### config.mk
export PLATFORM = sky130hd
export DESIGN_NAME = bcd_twelve_hour_clock_with_set_mode_unit
export DESIGN_NICKNAME = d
export VERILOG_FILES = /design/src/rtl/bthc_pkg.sv /design/src/rtl/bthc_step.sv /design/src/rtl/bcd_twelve_hour_clock_with_set_mode_unit.sv
export SDC_FILE = /design/constraint.sdc
export NUM_CORES = 1
export LEC_CHECK = 0
export BUFFER_PORTS_ARGS = -buffer_cell sky130_fd_sc_hd__buf_2
export CORE_MARGIN = 4
export CORE_UTILIZATION = 38
export CTS_CLUSTER_SIZE = 30
export DETAILED_ROUTE_END_ITERATION = 6
export PLACE_DENSITY = 0.53
export SLEW_MARGIN = 20
export SYNTH_ARGS = -nofsm -noshare
export SYNTH_HDL_FRONTEND = slang
export SYNTH_SLANG_ARGS = --single-unit
### constraint.sdc
create_clock -name clk -period 4.8 [get_ports clk]
set_input_delay 0.24 -clock clk [delete_from_list [all_inputs] [get_ports clk]]
set_output_delay 0.24 -clock clk [all_outputs]
set_load 0.01 [all_outputs]
### src/rtl/bthc_pkg.sv
package bthc_pkg;

  // Request codes carried on in_req_type
  localparam logic REQ_SECOND = 1'b0;
  localparam logic REQ_SAMPLE = 1'b1;

  // Set modes
  localparam logic [1:0] MODE_RUN     = 2'd0;
  localparam logic [1:0] MODE_SET_SEC = 2'd1;
  localparam logic [1:0] MODE_SET_MIN = 2'd2;
  localparam logic [1:0] MODE_SET_HR  = 2'd3;

  localparam int unsigned HOLD_W = 16;
  localparam logic [HOLD_W-1:0] HOLD_MAX       = '1;
  localparam logic [HOLD_W-1:0] HOLD_THRESH_RST = 16'h0055;

  // Time digits, mode and hold counter
  typedef struct packed {
    logic [3:0]        sec_units;
    logic [2:0]        sec_tens;
    logic [3:0]        min_units;
    logic [2:0]        min_tens;
    logic [3:0]        hr_units;
    logic              hr_tens;
    logic [1:0]        mode;
    logic [HOLD_W-1:0] hold_cnt;
  } clk_state_t;

  // Time after reset is 01:00:00, run mode
  localparam clk_state_t STATE_RST = '{
    sec_units: 4'd0, sec_tens: 3'd0,
    min_units: 4'd0, min_tens: 3'd0,
    hr_units:  4'd1, hr_tens:  1'b0,
    mode:      MODE_RUN,
    hold_cnt:  '0
  };

  // One buffered request
  typedef struct packed {
    logic req_type;
    logic press_pending;
    logic button_held;
  } clk_req_t;

endpackage

### src/rtl/bthc_step.sv
// Next-state logic for one request: BCD carries, set-mode presses, hold counter.
module bthc_step (
  input  bthc_pkg::clk_state_t          cur,
  input  bthc_pkg::clk_req_t            req,
  input  logic [bthc_pkg::HOLD_W-1:0]   hold_threshold,
  output bthc_pkg::clk_state_t          nxt
);

  logic [3:0]               su_inc;
  logic [2:0]               st_inc;
  logic                     sec_wrap;
  logic [3:0]               mu_inc;
  logic [2:0]               mt_inc;
  logic                     min_wrap;
  logic [3:0]               hu_inc;
  logic                     ht_inc;
  logic                     bump_sec;
  logic                     bump_min;
  logic                     bump_hr;
  logic                     do_press;
  logic [bthc_pkg::HOLD_W-1:0] cnt_base;
  logic [bthc_pkg::HOLD_W-1:0] cnt_inc;

  // Seconds increment
  always_comb begin
    sec_wrap = 1'b0;
    st_inc   = cur.sec_tens;
    if (cur.sec_units >= 4'd9) begin
      su_inc = 4'd0;
      if (cur.sec_tens >= 3'd5) begin
        st_inc   = 3'd0;
        sec_wrap = 1'b1;
      end else begin
        st_inc = cur.sec_tens + 3'd1;
      end
    end else begin
      su_inc = cur.sec_units + 4'd1;
    end
  end

  // Minutes increment
  always_comb begin
    min_wrap = 1'b0;
    mt_inc   = cur.min_tens;
    if (cur.min_units >= 4'd9) begin
      mu_inc = 4'd0;
      if (cur.min_tens >= 3'd5) begin
        mt_inc   = 3'd0;
        min_wrap = 1'b1;
      end else begin
        mt_inc = cur.min_tens + 3'd1;
      end
    end else begin
      mu_inc = cur.min_units + 4'd1;
    end
  end

  // Hours increment, 12 rolls to 01
  always_comb begin
    if (cur.hr_tens && (cur.hr_units >= 4'd2)) begin
      hu_inc = 4'd1;
      ht_inc = 1'b0;
    end else if (cur.hr_units >= 4'd9) begin
      hu_inc = 4'd0;
      ht_inc = 1'b1;
    end else begin
      hu_inc = cur.hr_units + 4'd1;
      ht_inc = cur.hr_tens;
    end
  end

  // Which fields advance
  always_comb begin
    do_press = (req.req_type == bthc_pkg::REQ_SAMPLE) && req.press_pending;
    if (req.req_type == bthc_pkg::REQ_SECOND) begin
      bump_sec = (cur.mode == bthc_pkg::MODE_RUN);
      bump_min = bump_sec && sec_wrap;
      bump_hr  = bump_min && min_wrap;
    end else begin
      bump_sec = do_press && (cur.mode == bthc_pkg::MODE_SET_SEC);
      bump_min = do_press && (cur.mode == bthc_pkg::MODE_SET_MIN);
      bump_hr  = do_press && (cur.mode == bthc_pkg::MODE_SET_HR);
    end
  end

  // Press clears the hold count before the held increment
  assign cnt_base = do_press ? '0 : cur.hold_cnt;
  assign cnt_inc  = cnt_base + {{(bthc_pkg::HOLD_W-1){1'b0}}, 1'b1};

  always_comb begin
    nxt = cur;
    if (bump_sec) begin
      nxt.sec_units = su_inc;
      nxt.sec_tens  = st_inc;
    end
    if (bump_min) begin
      nxt.min_units = mu_inc;
      nxt.min_tens  = mt_inc;
    end
    if (bump_hr) begin
      nxt.hr_units = hu_inc;
      nxt.hr_tens  = ht_inc;
    end
    if (req.req_type == bthc_pkg::REQ_SAMPLE) begin
      nxt.hold_cnt = cnt_base;
      if (req.button_held && (cnt_base != bthc_pkg::HOLD_MAX)) begin
        nxt.hold_cnt = cnt_inc;
        // exact match only: a threshold at or below the count waits for a clear
        if (cnt_inc == hold_threshold) begin
          nxt.mode = cur.mode + 2'd1;
        end
      end
    end
  end

endmodule

### src/rtl/bcd_twelve_hour_clock_with_set_mode_unit.sv
// Channel | Ports                                          | Handshake
// input   | in_req_type, in_press_pending, in_button_held  | in_valid / in_stall
// result  | out_second_*, out_minute_*, out_hour_*, out_mode | out_valid / out_stall
// config  | cfg_data (hold_threshold)                      | cfg_valid / cfg_ready
//
// One transaction per cycle sustained while the result is not stalled.
// The input register holds one request; the clock state register is the result register
// and is updated as the request leaves the input register.
// Synchronous active-low reset: time 01:00:00, run mode, threshold 85, no transactions held.
// While the result is stalled, the input register still takes one more request.
module bcd_twelve_hour_clock_with_set_mode_unit (
  input  logic                          clk,
  input  logic                          rst_n,
  input  logic                          in_valid,
  output logic                          in_stall,
  input  logic                          in_req_type,
  input  logic                          in_press_pending,
  input  logic                          in_button_held,
  output logic                          out_valid,
  input  logic                          out_stall,
  output logic [3:0]                    out_second_units,
  output logic [2:0]                    out_second_tens,
  output logic [3:0]                    out_minute_units,
  output logic [2:0]                    out_minute_tens,
  output logic [3:0]                    out_hour_units,
  output logic                          out_hour_tens,
  output logic [1:0]                    out_mode,
  input  logic                          cfg_valid,
  output logic                          cfg_ready,
  input  logic [bthc_pkg::HOLD_W-1:0]   cfg_data
);

  logic                          in_vld_r;
  logic                          in_vld_nxt;
  bthc_pkg::clk_req_t            in_req_r;
  logic                          out_vld_r;
  logic                          out_vld_nxt;
  bthc_pkg::clk_state_t          state_r;
  bthc_pkg::clk_state_t          state_nxt;
  logic [bthc_pkg::HOLD_W-1:0]   thresh_r;
  logic                          out_load;
  logic                          advance;
  logic                          in_take;

  // Handshake control
  assign out_load   = !out_vld_r || !out_stall;
  assign advance    = in_vld_r && out_load;
  assign in_stall   = in_vld_r && !out_load;
  assign in_take    = in_valid && !in_stall;
  assign in_vld_nxt = in_take || (in_vld_r && !advance);
  assign out_vld_nxt = advance || (out_vld_r && out_stall);
  assign cfg_ready  = 1'b1;

  // Input request register
  always_ff @(posedge clk) begin
    if (!rst_n) begin
      in_vld_r <= 1'b0;
    end else begin
      in_vld_r <= in_vld_nxt;
    end
    if (in_take) begin
      in_req_r <= '{req_type: in_req_type, press_pending: in_press_pending,
                    button_held: in_button_held};
    end
  end

  bthc_step u_step (
    .cur            (state_r),
    .req            (in_req_r),
    .hold_threshold (thresh_r),
    .nxt            (state_nxt)
  );

  // Clock state doubles as the result register
  always_ff @(posedge clk) begin
    if (!rst_n) begin
      out_vld_r <= 1'b0;
      state_r   <= bthc_pkg::STATE_RST;
    end else begin
      out_vld_r <= out_vld_nxt;
      if (advance) begin
        state_r <= state_nxt;
      end
    end
  end

  // Threshold register
  always_ff @(posedge clk) begin
    if (!rst_n) begin
      thresh_r <= bthc_pkg::HOLD_THRESH_RST;
    end else if (cfg_valid && cfg_ready) begin
      thresh_r <= cfg_data;
    end
  end

  assign out_valid        = out_vld_r;
  assign out_second_units = state_r.sec_units;
  assign out_second_tens  = state_r.sec_tens;
  assign out_minute_units = state_r.min_units;
  assign out_minute_tens  = state_r.min_tens;
  assign out_hour_units   = state_r.hr_units;
  assign out_hour_tens    = state_r.hr_tens;
  assign out_mode         = state_r.mode;

  // A moved request always shows up as a result
  a_adv_gives_result: assert property (@(posedge clk) disable iff (!rst_n)
    advance |=> out_vld_r)
    else $error("request advanced without producing a result");

  // State only moves with a transaction
  a_state_hold: assert property (@(posedge clk) disable iff (!rst_n)
    !advance |=> $stable(state_r))
    else $error("clock state changed with no transaction");

  // Mode never changes on a one-second tick
  a_mode_tick: assert property (@(posedge clk) disable iff (!rst_n)
    (advance && (in_req_r.req_type == bthc_pkg::REQ_SECOND)) |=> $stable(state_r.mode))
    else $error("mode changed on a one-second tick");

  // Time frozen on a one-second tick in a set mode
  a_set_freeze: assert property (@(posedge clk) disable iff (!rst_n)
    (advance && (in_req_r.req_type == bthc_pkg::REQ_SECOND)
     && (state_r.mode != bthc_pkg::MODE_RUN)) |=> $stable(state_r))
    else $error("time advanced while in a set mode");

endmodule
# Word level (Yosys, flattened, before mapping)
# Cells that the tools add are included.
totals:
  register_bits: 58
  elab_cells: 80
op_classes:
  add_sub_neg: 7
  order_cmp: 6
  eq_ne: 5
  mux: 17
  n_reduce_logical: 31
ops:
  columns: ["op", "count"]
  rows:
  - ["2-to-1 mux 16 bit", 2]
  - ["adder 16 x 1 -> 16 bit (second input constant)", 1]
  - ["equality test 16 bit", 1]
  - ["2-to-1 mux 4 bit", 4]
  - ["inequality test 16 bit (second input constant)", 1]
  - ["logical AND 1 bit", 13]
  - ["adder 4 x 1 -> 4 bit (second input constant)", 3]
  - ["greater-or-equal comparator 4 bit (second input constant)", 3]
  - ["2-to-1 mux 1 bit", 9]
  - ["AND reduction 3 bit", 3]
  - ["AND reduction 2 bit", 4]
  - ["adder 3 x 1 -> 3 bit (second input constant)", 2]
  - ["greater-or-equal comparator 3 bit (second input constant)", 2]
  - ["2-to-1 mux 3 bit", 2]
  - ["logical NOT 1 bit", 5]
  - ["equality test 2 bit (second input constant)", 2]
  - ["greater-or-equal comparator 4 x 2 -> 1 bit (second input constant)", 1]
  - ["AND reduction 4 bit", 1]
  - ["logical OR 1 bit", 3]
  - ["adder 2 x 1 -> 2 bit (second input constant)", 1]
  - ["equality test 2 x 1 -> 1 bit (second input constant)", 1]
  - ["logical NOT 2 bit", 1]
  - ["nonzero test 2 bit", 1]

# Longest topological paths before layout
logic_depth:
  ltp_word: 7
  depth_mapped: 10

# By module
# From an unflattened synthesis, not the netlist that was laid out.
unflattened:
  cells_unflattened: 555
  hier_area_um2: 4405.5
modules_own_cells:
  columns: ["mod", "n_inst", "cells_per_inst", "area_per_inst_um2", "seq_area_each_um2"]
  rows:
  - ["bcd_twelve_hour_clock_with_set_mode_unit", 1, 245, 2438.6, 1191.1]
  - ["bthc_step", 1, 310, 1966.9, 0.0]

# Least setup slack after synthesis
# Ideal clock, no wire load.
synth_path:
  path_type: "reg2reg"
  from: "reg state_r[7] (netlist bit)"
  to: "reg state_r (netlist bit out_mode[0])"
  setup_time_ns: 0.072
  arrival_time_ns: 2.032
  t_required_ns: 4.728
  path_slack_ns: 2.696
  stages_incl_launch_ff: 9
  path_buffers: 1
  cell_sequence: "dfxtp_1 clkbuf_1 nand2_1 or3_1 xnor2_1 a22oi_1 nand4_1 a2111oi_4 mux2i_1"
synth_between:
  elab_chain_len: 4
  elab_cells_between_ends: 6
  cone_classes: "1 x add/sub; 2 x eq/ne; 1 x mux; 2 x reduce/logical"
synth_rtl:
  columns: ["element", "line_no", "rtl"]
  rows:
  - ["from (decl)", "bcd_twelve_hour_clock_with_set_mode_unit.sv:38", "bthc_pkg::clk_state_t state_r;"]
  - ["from (signal assigned)", "bcd_twelve_hour_clock_with_set_mode_unit.sv:78", "state_r <= bthc_pkg::STATE_RST;"]
  - ["from (signal assigned)", "bcd_twelve_hour_clock_with_set_mode_unit.sv:82", "state_r <= state_nxt;"]
  - ["2-to-1 mux 16 bit (*)", "bthc_step.sv:87", "assign cnt_base = do_press ? '0 : cur.hold_cnt;"]
  - ["adder 16 x 1 -> 16 bit or inequality test 16 bit (tied branches)", "bthc_step.sv:88, bthc_step.sv:106", null]
  - ["equality test 16 bit or logical AND 1 bit (tied branches)", "bthc_step.sv:109, bthc_step.sv:106", null]
  - ["AND reduction 4 bit (no source line) (*)", null, null]
# Every way passes the cells marked *; elsewhere a longest branch is shown, timed or not.
# A chain may end at the register's enable or synchronous reset.

# Worst setup path in the final report
layout_path:
  from: "reg in_req_r[2] (netlist bit)"
  to: "reg state_r (netlist bit out_mode[1])"
layout_between:
  elab_chain_len: 5
  elab_cells_between_ends: 7
  cone_classes: "1 x add/sub; 2 x eq/ne; 1 x mux; 3 x reduce/logical"
layout_rtl:
  columns: ["element", "line_no", "rtl"]
  rows:
  - ["from (decl)", "bcd_twelve_hour_clock_with_set_mode_unit.sv:35", "bthc_pkg::clk_req_t in_req_r;"]
  - ["from (signal assigned)", "bcd_twelve_hour_clock_with_set_mode_unit.sv:62", "in_req_r <= '{req_type: in_req_type, press_pending: in_press_pending,"]
  - ["logical AND 1 bit", "bthc_step.sv:74", "do_press = (req.req_type == bthc_pkg::REQ_SAMPLE) && req.press_pending;"]
  - ["2-to-1 mux 16 bit", "bthc_step.sv:87", null]
  - ["adder 16 x 1 -> 16 bit or inequality test 16 bit (tied branches)", "bthc_step.sv:88, bthc_step.sv:106", null]
  - ["equality test 16 bit or logical AND 1 bit (tied branches)", "bthc_step.sv:109, bthc_step.sv:106", null]
  - ["AND reduction 4 bit (no source line) (*)", null, null]
# Marked as above.

==> impl_metrics.env <==
export IMPL_status="completed"
export IMPL_holdWs_ns=0.0778
export IMPL_p_per_area_nw_per_um2=252
export IMPL_end_kind="flop"
export IMPL_skew_ns=0.0101
export IMPL_synth_ff_type="dfxtp_1"
export IMPL_drc=0
export IMPL_drive_gt1_share_pct=17.7
export IMPL_hold_viol=0
export IMPL_post_route_util_pct=41.9
export IMPL_synth_nets=512
export IMPL_tns_ns=0
export IMPL_overflow=0
export IMPL_path_class="reg2reg"
export IMPL_holdBufCountCts=0
export IMPL_cts_resized_gates=0
export IMPL_first_pass_iters=4
export IMPL_rows=36
export IMPL_synth_area_um2=3820
export IMPL_avgSynthCellArea_um2=8.13
export IMPL_grt_pass1_vias=3308
export IMPL_final_cell_area_um2=4100
export IMPL_routedWlPerCell_um=15.8
export IMPL_insertedDiodeCount=0
export IMPL_clock_sinks=58
export IMPL_worst_path_max_fanout=20
export IMPL_path_delay_family="simple AND/OR/NAND/NOR gates"
export IMPL_area_growth_pct=7.14
export IMPL_postSynthCellCount=470
export IMPL_critPathSlowestCell="a2111oi_4"
export IMPL_viasPerCell=5.42
export IMPL_synth_top_area_share_pct=28.8
export IMPL_slew_viol_final=0
export IMPL_drt_iter0_drc=168
export IMPL_worst_slew_pin_slew_ns=0.671
export IMPL_finalSetupViolCount=0
export IMPL_gp_congestion=0.860
export IMPL_cts_setup_buffers=0
export IMPL_clock_path_buffers=2
export IMPL_numCtsBuffers=9
export IMPL_fin_crit_ns=2.69
export IMPL_start_kind="flop"
export IMPL_dp_hpwl_um=7020
export IMPL_vias=3359
export IMPL_async_reset_ff_share_pct=0
export IMPL_port_buffers=46
export IMPL_path_buf_inv=0
export IMPL_cp_cell_sequence="nand2_1 -> and3_1 -> a211o_1 -> nor4_2 -> nand4_1 -> a2111oi_4 -> mux2i_1"
export IMPL_fin_crit_sh_pct=56.1
export IMPL_max_stage_delay_ns=0.48
export IMPL_final_antenna_net_count=0
export IMPL_rsz0062_at_grt="false"
export IMPL_clock_latency_ns=0.35
export IMPL_initial_core_util_pct=39.1
export IMPL_grt_pass1_wl_um=16100
export IMPL_die_h_um=108
export IMPL_yosysSeqAreaShare_pct=31.2
export IMPL_min_path_type="in2reg"
export IMPL_grt_usage_pct=17.5
export IMPL_max_freq_mhz=371
export IMPL_root_buffer="clkbuf_8"
export IMPL_yosysWarnings=0
export IMPL_grt_max_degree=26
export IMPL_core_area_um2=9770
export IMPL_fin_ws_ns=2.11
export IMPL_required_ns=5.07
export IMPL_relSlewSlack_pct=54.9
export IMPL_synth_area_leaders="dfxtp_1 (29%), a21oi_1 (5.9%), ha_1 (5.9%), mux2i_1 (5.0%), buf_4 (4.7%)"
export IMPL_synth_edf_count=3
export IMPL_postRouteWirelength_um=9780
export IMPL_post_place_ws_ns=2.13
export IMPL_final_net_count=524
export IMPL_arrival_ns=2.97
export IMPL_htreeDepth=3
export IMPL_synth_area_leader_cell="dfxtp_1"
export IMPL_dieArea_um2=11700
export IMPL_place_area_um2=3900
export IMPL_ys_seq_elements=58
export IMPL_cap_violations=0
export IMPL_synth_cell_type_count=69
export IMPL_ioPinCount=48
export IMPL_vdd_ir_drop_max_mv=0.143
export IMPL_antenna_found_initial=0
export IMPL_die_w_um=108
export IMPL_clk_pin_slew_ns=0.06
export IMPL_cts_tree="done"
export IMPL_leakage_uw=0.00157
-- cells in the mapped netlist, drive strengths merged, types with 4 or more instances --
| cell | count |
|---|---|
| nor4 | 6 |
| nand3 | 16 |
| nor2 | 40 |
| buf | 30 |
| or3 | 10 |
| nand4b | 4 |
| dfxtp | 55 |
| a21boi | 5 |
| nand2 | 37 |
| nand4 | 10 |
| ha | 18 |
| inv | 19 |
| and4 | 4 |
| nor2b | 8 |
| nor3 | 8 |
| mux2i | 19 |
| a31oi | 7 |
| a21oi | 45 |
| o211ai | 5 |
| and2 | 8 |
| o21ai | 32 |
| and3 | 10 |
| xnor2 | 9 |
| clkbuf | 17 |
-- cell families (layout without fill, tap and decap cells) --
kind of cell	Yosys count	after routing	share of synthesized area, %
simple gates	174	174	24.3
compound gates	124	124	20.8
buf+inv	66	83	10.5
flops	58	58	31.2
mux	19	19	4.98
fa+ha+maj	18	18	5.89
xor+xnor	10	10	2.29
other cells	1	1	0.0981
-- worst reg2reg max path: cells and delay by family (launching register included) --
kind / cells / cell delay [ns]
muxes: 1 / 0.22
DFF: 1 / 0.46
and+or+nand+nor: 4 / 1.23
AOI/OAI and AO/OA: 2 / 0.71
-- sequential cells by signal (all words and copies together) (netlist names) --
name and count:
in_req_r 3, in_vld_r 1, out_hour_tens 1, out_hour_units 4, out_minute_tens 3, out_minute_units 4
out_mode 2, out_second_tens 3, out_second_units 4, out_valid 1, state_r 16, thresh_r 16
-- routing by layer --
metal	GRT usage, %	share of wire (%)
met1	21.8	45
met2	28.7	48
met3	4.06	4.7
met4	7.75	2.8
met5	0	0
-- cells in the final DEF, fill, tap and decap left out, drive strengths merged, types with 2 or more instances in the layout --
| cell type | count |
|---|---|
| a21o | 3 |
| edfxtp | 3 |
| and2 | 8 |
| or2b | 2 |
| o21ai | 32 |
| nand3 | 16 |
| nand4b | 4 |
| nor2b | 8 |
| clkinv | 2 |
| o41ai | 2 |
| a31oi | 7 |
| or4 | 3 |
| inv | 19 |
| or3 | 10 |
| and3 | 10 |
| o31ai | 2 |
| and2b | 2 |
| buf | 48 |
| dfxtp | 55 |
| xnor2 | 9 |
| mux2i | 19 |
| a32o | 2 |
| nor2 | 40 |
| clkbuf | 14 |
| or2 | 2 |
| o31a | 2 |
| a22oi | 3 |
| nand4 | 10 |
| ha | 18 |
| a41oi | 2 |
| o22ai | 2 |
| a211oi | 2 |
| o211ai | 5 |
| nor4 | 6 |
| a21boi | 5 |
| a32oi | 2 |
| nor3 | 8 |
| a21oi | 45 |
| nand2 | 37 |
| and4 | 4 |
-- worst paths after layout --
| kind | startpoint | end | slack [ns] | cells after the start |
|---|---|---|---|---|
| max | in_req_r[2]$_DFFE_PP_ | out_mode[1]$_SDFFE_PN0P_ | 2.11 | 7 |
| min | in_press_pending | in_req_r[1]$_DFFE_PP_ | 0.08 | 1 |
| max reg2reg | in_req_r[2]$_DFFE_PP_ | out_mode[1]$_SDFFE_PN0P_ | 2.11 | 7 |
| min reg2reg | in_vld_r$_SDFF_PN0_ | out_valid$_SDFF_PN0_ | 0.50 | 2 |
-- through the flow --
step | total power (uW) | instances
3_5_place_dp | 605 | 604
3_3_place_gp | 604 | 604
4_1_cts | 1050 | 620
5_1_grt | 1090 | 620
6_report | 1030 | 620
2_1_floorplan | 580 | 470
-- where the power goes --
group / total (uW) / switching (uW) / internal [uW]
Combinational: 82.5 / 48.5 / 33.9
Clock: 439 / 196 / 242
Sequential: 511 / 14.2 / 497
-- layout make-up --
cell class	count	area, um^2
inverters	19	71.3
multi-input cells	346	2230
well taps	133	166
repair buffers	48	245
clock inverters	2	10.0
flip-flops and latches	58	1190
clock buffers	14	183
fillers	1013	5680
No activity file was read; power rests on OpenSTA's default activity.
